$ cat src/hdl/xrr_pkg.sv
// ----------------------------------------------------------------------------
// xrr_pkg: shared definitions for the xorshift128 ranged random core
// Holds the generator constants, operation codes, state encoding, the
// divider request bundle and the xorshift128 step function.
// ----------------------------------------------------------------------------
package xrr_pkg;

	localparam logic [31:0] INIT_X       = 32'd123456789;
	localparam logic [31:0] INIT_Y       = 32'd362436069;
	localparam logic [31:0] INIT_Z       = 32'd521288629;
	localparam logic [31:0] SEED_DEFAULT = 32'd88675123;
	localparam logic [31:0] LOW31_MASK   = 32'h7fffffff;
	localparam logic [31:0] FRAC_MASK    = 32'h007fffff;

	// Number of restoring steps, one per bit of the 31-bit dividend.
	localparam int unsigned DIV_STEPS = 31;
	localparam int unsigned DIV_CNT_W = $clog2(DIV_STEPS);

	typedef enum logic [1:0] {
		OP_RAW     = 2'd0,
		OP_UPTO    = 2'd1,
		OP_BETWEEN = 2'd2,
		OP_FRAC    = 2'd3
	} op_t;

	typedef enum logic [2:0] {
		ST_IDLE = 3'b001,
		ST_DIV  = 3'b010,
		ST_DONE = 3'b100
	} state_t;

	typedef struct packed {
		logic        start;
		logic [30:0] dividend;
		logic [32:0] divisor;
	} div_req_t;

	typedef struct packed {
		logic        done;
		logic [30:0] remainder;
	} div_rsp_t;

	// New w word from the current x and w state words.
	function automatic logic [31:0] next_w(input logic [31:0] x, input logic [31:0] w);
		logic [31:0] t;
		t = x ^ (x << 11);
		return (w ^ (w >> 19)) ^ (t ^ (t >> 8));
	endfunction

endpackage

$ cat src/hdl/xrr_div.sv
// ----------------------------------------------------------------------------
// xrr_div: iterative restoring remainder unit
// Reduces a 31-bit dividend modulo a 33-bit divisor, one bit per cycle,
// with a single shared subtract-and-compare stage.
// ----------------------------------------------------------------------------
module xrr_div (
	input  logic              clk,
	input  logic              arst_n,
	input  xrr_pkg::div_req_t req,
	output xrr_pkg::div_rsp_t rsp
);

	logic                          busy_q;
	logic                          done_q;
	logic [xrr_pkg::DIV_CNT_W-1:0] cnt_q;
	logic [30:0]                   rem_q;
	logic [30:0]                   dvd_q;
	logic [32:0]                   dvs_q;
	logic [32:0]                   trial;
	logic [32:0]                   diff;
	logic                          fits;

	// Bring down the next dividend bit and try to subtract the divisor.
	assign trial = {1'b0, rem_q, dvd_q[30]};
	assign fits  = (trial >= dvs_q);
	assign diff  = trial - dvs_q;

	always_ff @(posedge clk or negedge arst_n) begin
		if (!arst_n) begin
			busy_q <= 1'b0;
			done_q <= 1'b0;
			cnt_q  <= '0;
		end else begin
			done_q <= 1'b0;
			if (req.start) begin
				busy_q <= 1'b1;
				cnt_q  <= '0;
			end else if (busy_q) begin
				if (cnt_q == xrr_pkg::DIV_CNT_W'(xrr_pkg::DIV_STEPS - 1)) begin
					busy_q <= 1'b0;
					done_q <= 1'b1;
				end
				cnt_q <= cnt_q + 1'b1;
			end
		end
	end

	always_ff @(posedge clk) begin
		if (req.start) begin
			rem_q <= '0;
			dvd_q <= req.dividend;
			dvs_q <= req.divisor;
		end else if (busy_q) begin
			// A partial remainder never exceeds the dividend prefix, so 31 bits hold it.
			rem_q <= fits ? diff[30:0] : trial[30:0];
			dvd_q <= {dvd_q[29:0], 1'b0};
		end
	end

	assign rsp.done      = done_q;
	assign rsp.remainder = rem_q;

endmodule

$ cat src/hdl/xorshift128_ranged_random_core.sv
// ----------------------------------------------------------------------------
// xorshift128_ranged_random_core: xorshift128 generator with ranged output
// Each request advances the 128-bit state once and returns one value.
// ----------------------------------------------------------------------------
// Usage:
// A request enters on in_valid while in_stall is low and carries operation,
// low_bound and high_bound. The result leaves on out_valid with value and
// range_error, and is held while out_stall is high.
// Raw and fraction requests, and ranged requests with an empty span, skip the
// remainder unit and go straight to the output register. Ranged requests with
// a valid span first wait while the remainder unit retires one dividend bit
// per cycle; the remainder is then registered as the result.
// One request is in work at a time; in_stall stays high until its result is
// placed in the output register. If the receiver stalls with the output
// register full, the finished result waits inside the core and in_stall stays high.
// The seed is written on cfg_valid/cfg_ready while no request is in work, and
// a pending write holds in_stall high. It reloads the state, as reset does.
// ----------------------------------------------------------------------------
module xorshift128_ranged_random_core (
	input  logic        clk,
	input  logic        arst_n,
	input  logic        in_valid,
	output logic        in_stall,
	input  logic [1:0]  operation,
	input  logic [31:0] low_bound,
	input  logic [31:0] high_bound,
	output logic        out_valid,
	input  logic        out_stall,
	output logic [31:0] value,
	output logic        range_error,
	input  logic        cfg_valid,
	output logic        cfg_ready,
	input  logic [31:0] seed
);

	xrr_pkg::state_t   state_q;
	xrr_pkg::op_t      op_in;
	xrr_pkg::op_t      op_q;
	xrr_pkg::div_req_t div_req;
	xrr_pkg::div_rsp_t div_rsp;

	logic [31:0] x_q, y_q, z_q, w_q;
	logic [31:0] w_new;
	logic [31:0] lo_q;
	logic        err_q;
	logic [33:0] lo_ext, hi_ext, span;
	logic        span_bad;
	logic        ranged;
	logic        accept;
	logic        cfg_write;
	logic        out_free;
	logic        out_valid_q;
	logic [31:0] value_q;
	logic        range_error_q;
	logic [31:0] result;

	assign op_in     = xrr_pkg::op_t'(operation);
	assign accept    = in_valid && !in_stall;
	assign cfg_write = cfg_valid && cfg_ready;
	// A seed write takes the idle cycle, so no request is taken alongside it.
	assign in_stall  = (state_q != xrr_pkg::ST_IDLE) || cfg_valid;
	assign cfg_ready = (state_q == xrr_pkg::ST_IDLE);
	assign out_free  = !out_valid_q || !out_stall;

	assign w_new = xrr_pkg::next_w(x_q, w_q);

	// Exact span, wide enough that no bound pair can wrap it.
	assign lo_ext = {{2{low_bound[31]}}, low_bound};
	assign hi_ext = {{2{high_bound[31]}}, high_bound};
	always_comb begin
		case (op_in)
			xrr_pkg::OP_UPTO:    span = hi_ext + 34'd1;
			xrr_pkg::OP_BETWEEN: span = hi_ext + 34'd1 - lo_ext;
			default:             span = 34'd1;
		endcase
	end
	assign span_bad = span[33] || (span == 34'd0);
	assign ranged   = (op_in == xrr_pkg::OP_UPTO) || (op_in == xrr_pkg::OP_BETWEEN);

	assign div_req.start    = accept && ranged && !span_bad;
	assign div_req.dividend = w_new[30:0];
	assign div_req.divisor  = span[32:0];

	xrr_div u_div (
		.clk    (clk),
		.arst_n (arst_n),
		.req    (div_req),
		.rsp    (div_rsp)
	);

	always_ff @(posedge clk or negedge arst_n) begin
		if (!arst_n) begin
			state_q <= xrr_pkg::ST_IDLE;
			x_q     <= xrr_pkg::INIT_X;
			y_q     <= xrr_pkg::INIT_Y;
			z_q     <= xrr_pkg::INIT_Z;
			w_q     <= xrr_pkg::SEED_DEFAULT;
		end else begin
			case (state_q)
				xrr_pkg::ST_IDLE: begin
					if (cfg_write) begin
						x_q <= xrr_pkg::INIT_X;
						y_q <= xrr_pkg::INIT_Y;
						z_q <= xrr_pkg::INIT_Z;
						w_q <= ($signed(seed) <= 32'sd0) ? xrr_pkg::SEED_DEFAULT : seed;
					end else if (accept) begin
						x_q <= y_q;
						y_q <= z_q;
						z_q <= w_q;
						w_q <= w_new;
						state_q <= div_req.start ? xrr_pkg::ST_DIV : xrr_pkg::ST_DONE;
					end
				end
				xrr_pkg::ST_DIV: begin
					if (div_rsp.done) begin
						state_q <= xrr_pkg::ST_DONE;
					end
				end
				xrr_pkg::ST_DONE: begin
					if (out_free) begin
						state_q <= xrr_pkg::ST_IDLE;
					end
				end
				default: begin
					state_q <= xrr_pkg::ST_IDLE;
				end
			endcase
		end
	end

	always_ff @(posedge clk) begin
		if (accept) begin
			op_q  <= op_in;
			lo_q  <= low_bound;
			err_q <= ranged && span_bad;
		end
	end

	always_comb begin
		case (op_q)
			xrr_pkg::OP_RAW:     result = w_q;
			xrr_pkg::OP_UPTO:    result = err_q ? 32'd0 : {1'b0, div_rsp.remainder};
			xrr_pkg::OP_BETWEEN: result = err_q ? 32'd0 : lo_q + {1'b0, div_rsp.remainder};
			xrr_pkg::OP_FRAC:    result = w_q & xrr_pkg::FRAC_MASK;
			default:             result = 32'd0;
		endcase
	end

	always_ff @(posedge clk or negedge arst_n) begin
		if (!arst_n) begin
			out_valid_q <= 1'b0;
		end else if (state_q == xrr_pkg::ST_DONE && out_free) begin
			out_valid_q <= 1'b1;
		end else if (!out_stall) begin
			out_valid_q <= 1'b0;
		end
	end

	always_ff @(posedge clk) begin
		if (state_q == xrr_pkg::ST_DONE && out_free) begin
			value_q       <= result;
			range_error_q <= err_q;
		end
	end

	assign out_valid   = out_valid_q;
	assign value       = value_q;
	assign range_error = range_error_q;

endmodule
$ cat config.mk
export PLATFORM = sky130hd
export DESIGN_NAME = xorshift128_ranged_random_core
export DESIGN_NICKNAME = d
export VERILOG_FILES = /design/src/hdl/xrr_pkg.sv /design/src/hdl/xrr_div.sv /design/src/hdl/xorshift128_ranged_random_core.sv
export SDC_FILE = /design/constraint.sdc
export NUM_CORES = 1
export LEC_CHECK = 0
export BUFFER_PORTS_ARGS = -buffer_cell sky130_fd_sc_hd__buf_2
export CAP_MARGIN = 10
export CORE_MARGIN = 2
export CORE_UTILIZATION = 55
export CTS_CLUSTER_DIAMETER = 50
export DETAILED_ROUTE_END_ITERATION = 8
export GPL_TIMING_DRIVEN = 0
export HOLD_SLACK_MARGIN = 0.08
export PLACE_DENSITY = 0.77
export SLEW_MARGIN = 10
export SYNTH_ARGS = -nofsm -noshare
export SYNTH_HDL_FRONTEND = slang
export SYNTH_SLANG_ARGS = --single-unit
$ cat constraint.sdc
create_clock -name clk -period 3.4 [get_ports clk]
set_clock_uncertainty 0.15 [all_clocks]
set_input_delay 0.51 -clock clk [delete_from_list [all_inputs] [get_ports clk]]
set_output_delay 0.51 -clock clk [all_outputs]
set_load 0.05 [all_outputs]
==> results.sh <==
export IMPL_outcome="finished, violations left"
export IMPL_failed_checks="negative setup slack"
export IMPL_globalRouteTotalUtil_pct=36.0
export IMPL_num_vias=18065
export IMPL_gate_family_responsible_for_the_most_delay_along_the_worst_path="compound AO/OA/AOI/OAI gates"
export IMPL_n_antenna_cell=0
export IMPL_ir_drop_mv=0.671
export IMPL_place_congestion=1.01
export IMPL_dominantRegCellSynth="edfxtp_1"
export IMPL_setup_tns_final_ns=-154.95
export IMPL_cts_inserted_buffers=36
export IMPL_timing_worst_slew_pin_value_ns=1.09
export IMPL_min_period_over_period_pct=138
export IMPL_main_combinational_cell_family_by_area_after_synthesis="compound AO/OA/AOI/OAI gates"
export IMPL_worst_setup_path_startpoint="high_bound[0]"
export IMPL_cp_cell_sequence="buf_12, ha_4, nand3_1, xor2_2, inv_1, ha_4, nand2_1, a211oi_4, buf_4, nor4b_4, buf_4, nor2_1, o31ai_2, or4_4, a2111o_1, a2111oi_4, and4_4, a31oi_4, buf_6, buf_6, mux2_4"
export IMPL_ios=139
export IMPL_grt_overflow=0
export IMPL_critical_path_class="input port to flop"
export IMPL_maxSlewViolCount=0
export IMPL_cts_root_buffer_cell="clkbuf_16"
export IMPL_layout_setup_ws_ns=-1.28
export IMPL_clock_tree_from_tritoncts="done"
export IMPL_r2r_start="u_div.rem_q[18]"
export IMPL_synth_fp_nets=2263
export IMPL_critPathBufInv=6
export IMPL_synth_edff_count=132
export IMPL_grt_pass1_wl_microns=100000
export IMPL_clock_path_buffers=3
export IMPL_synthDistinctLibCells=82
export IMPL_final_net_count=2578
export IMPL_dieWidth_microns=192
export IMPL_synth_area_mux_share_pct=3.93
export IMPL_min_path_type="input port to flop"
export IMPL_regArea_sq_um=8150
export IMPL_clkTransAtPathRegs_ns=0.06
export IMPL_routedWlPerCell_microns=23.5
export IMPL_fp_row_count=68
export IMPL_synth_simple_gate_area_share_pct=15.2
export IMPL_placement_setup_worst_slack_ns=-2.91
export IMPL_cap_violations=0
export IMPL_core_area_sq_um=34600
export IMPL_synth_area_sq_um=19400
export IMPL_cp_required_ns=3.52
export IMPL_cp_slowest_cell="or4_4"
export IMPL_largest_net_degree_at_the_start_of_global_routing=88
export IMPL_fmax_mhz=214
export IMPL_synthArstFlopShare_pct=46.0
export IMPL_clk_insertion_delay_late_ns=0.54
export IMPL_cpPeakStageDelay_ns=0.44
export IMPL_worst_setup_path_end_kind="flop"
export IMPL_synth_seq_area_share_pct=41.9
export IMPL_ys_ff_latch=302
export IMPL_post_layout_nonfiller_instances=2854
export IMPL_fp_dieArea_sq_um=36800
export IMPL_data_arrival_at_the_endpoint_of_the_critical_path_ns=4.80
export IMPL_yosys_area_share_adder_pct=6.82
export IMPL_wirelength_microns=67000
export IMPL_hold_violations=0
export IMPL_total_leakage_power_nw=10.4
export IMPL_drt_drc_violations_left=0
export IMPL_die_height_microns=192
export IMPL_setup_violations_final=140
export IMPL_detailedRoute_firstPassIterationCount=5
export IMPL_floorplan_initialDensity_pct=56.1
export IMPL_compound_gate_portion_of_the_synthesized_area_pct=19.3
export IMPL_hold_path_startpoint="seed[7]"
export IMPL_dp_cells=2651
export IMPL_min_period_ns=4.68
export IMPL_number_of_antenna_violations_at_the_first_check_in_global_routing=2
export IMPL_syn_instance_count=2056
export IMPL_critPathLaunchType="input port"
export IMPL_port_buffers=138
export IMPL_route_antenna_remaining_nets=0
export IMPL_first_global_vias=17786
export IMPL_dp_hpwl_microns=48000
export IMPL_multiInputGateArea_sq_um=12000
export IMPL_detail_route_vias_per_cell=6.33
export IMPL_postSynthAreaPerCell_sq_um=9.45
export IMPL_cp_max_fo=6
export IMPL_number_of_inserted_filler_cells_in_the_final_layout=2448
export IMPL_htree_levels=2
export IMPL_drt_first_iter_violations=1545
export IMPL_numClockSinks=302
export IMPL_ratio_of_cells_with_drive_above_1_in_the_final_layout_pct=26.4
export IMPL_area_delta_synth_final_pct=29.4
export IMPL_synth_xor_xnor_area_share_pct=8.70
export IMPL_powerDensity_nw_per_um2=773
export IMPL_timing_slew_headroom_pct=27.6
export IMPL_yosysWarningCount=0
export IMPL_grt_setup_unrepaired="true"
[flip-flops by register name, indices dropped and copies added (netlist names), 31 cells and up]
name,count
u_div.dvs_q,33
u_div.rem_q,31
z_q,32
lo_q,32
w_q,32
value,32
y_q,32
u_div.dvd_q,31
x_q,32
[where the power goes]
part / internal, mW / switching [mW] / leakage [nW]
Clock: 2.27 / 1.58 / 0.571
Combinational: 4.01 / 5.14 / 6.71
Sequential: 5.06 / 1.36 / 3.17
[per-stage QoR]
step	hold WS [ns]	power, mW	instance area [sq um]	util (%)
floorplan	0.0644	11.6	19700	-
global placement	0.323	13.9	21000	60.6
detailed placement	0.326	14.1	21000	60.7
CTS	0.0822	18.5	24000	69.3
global route	0.0976	20.4	25100	72.6
finish	0.0883	19.4	25100	72.6
[area by class of cell]
class | instances | share of cell area [%]
Tap cell | 455 | 2.27
Clock inverter | 17 | 0.672
Sequential cell | 302 | 32.4
Inverter | 109 | 1.63
Clock buffer | 49 | 4.03
Timing Repair Buffer | 283 | 9.12
Multi-Input combinational cell | 1549 | 47.9
Buffer | 90 | 2.02
[worst paths after layout]
check | end | depth (start not counted) | slack [ns]
hold reg to reg | y_q[19] | 2 | 0.33
min in group asynchronous | state_q[2] | 2 | 0.44
setup reg to reg | u_div.rem_q[23] | 12 | -0.76
setup / recovery | u_div.dvd_q[30] | 21 | -1.28
max in group asynchronous | z_q[28] | 3 | 1.81
hold / removal | w_q[7] | 3 | 0.09
[worst reg2reg max path: stages, from the launching register on]
cell      delay [ns]
dfxtp_1         0.37
ha_1            0.30
clkbuf_1        0.29
nand3_1         0.12
nor3_1          0.43
o21a_1          0.18
o21ai_0         0.19
a31o_2          0.30
a311oi_1        0.34
clkbuf_2        0.36
clkbuf_1        0.51
o311ai_0        0.26
a311oi_1        0.28
[placed cells by master, fill, tap and decap left out, types with 76 or more instances in the layout]
| master | n |
|---|---|
| nand2_1 | 211 |
| nor2_1 | 155 |
| edfxtp_1 | 132 |
| xnor2_1 | 129 |
| buf_2 | 129 |
| a21oi_1 | 110 |
| inv_1 | 105 |
| buf_4 | 79 |
| o21ai_0 | 78 |
| dfrtp_1 | 77 |
| clkbuf_1 | 76 |
| ha_1 | 76 |
[layer usage]
layer / GRT usage, % / vias to the layer above / share of wire [%]
li1: - / 8140 / -
met5: 0 / - / 0.040
met4: 25.6 / 4 / 8.6
met2: 60.5 / 960 / 47
met1: 41.6 / 8633 / 37
met3: 6.27 / 328 / 7.8
[cells in the mapped netlist, drive strengths merged, types with 12 or more instances]
cell type	number	area share [%]
a211oi	38	1.5
a21o	45	1.7
a21oi	129	3.3
a221oi	38	1.7
a22o	52	2.3
a31oi	14	0.53
and3	13	0.42
buf	13	0.39
clkbuf	85	1.6
dfrtp	77	9.9
dfstp	62	8.4
dfxtp	31	3.2
edfxtp	132	20
ha	101	6.5
inv	108	2.1
mux2	30	2.3
mux2i	32	1.6
nand2	217	4.2
nand2b	20	0.64
nand3	84	2.2
nand4	26	0.84
nor2	169	3.3
nor2b	16	0.52
nor3	28	0.72
nor4	18	0.58
o21a	16	0.62
o21ai	108	2.8
o21bai	12	0.46
xnor2	144	6.5
xor2	49	2.2
[what timing repair did]
action	4_1_cts	5_1_grt
pin swaps	63	70
hold buffers	43	0
buffers inserted	57	47
endpoints found under the hold margin	93	0
resized for setup	180	156
cloned	9	4
endpoints found under the setup margin	201	160
[cells by family after synthesis]
logic type | after synthesis
AND/OR/NAND/NOR | 639
AO/OA/AOI/OAI | 549
flip-flops | 302
buffers and inverters | 207
XOR/XNOR | 193
adder cells (fa/ha/maj) | 104
multiplexers | 62
(Power assumes the default switching activity.)
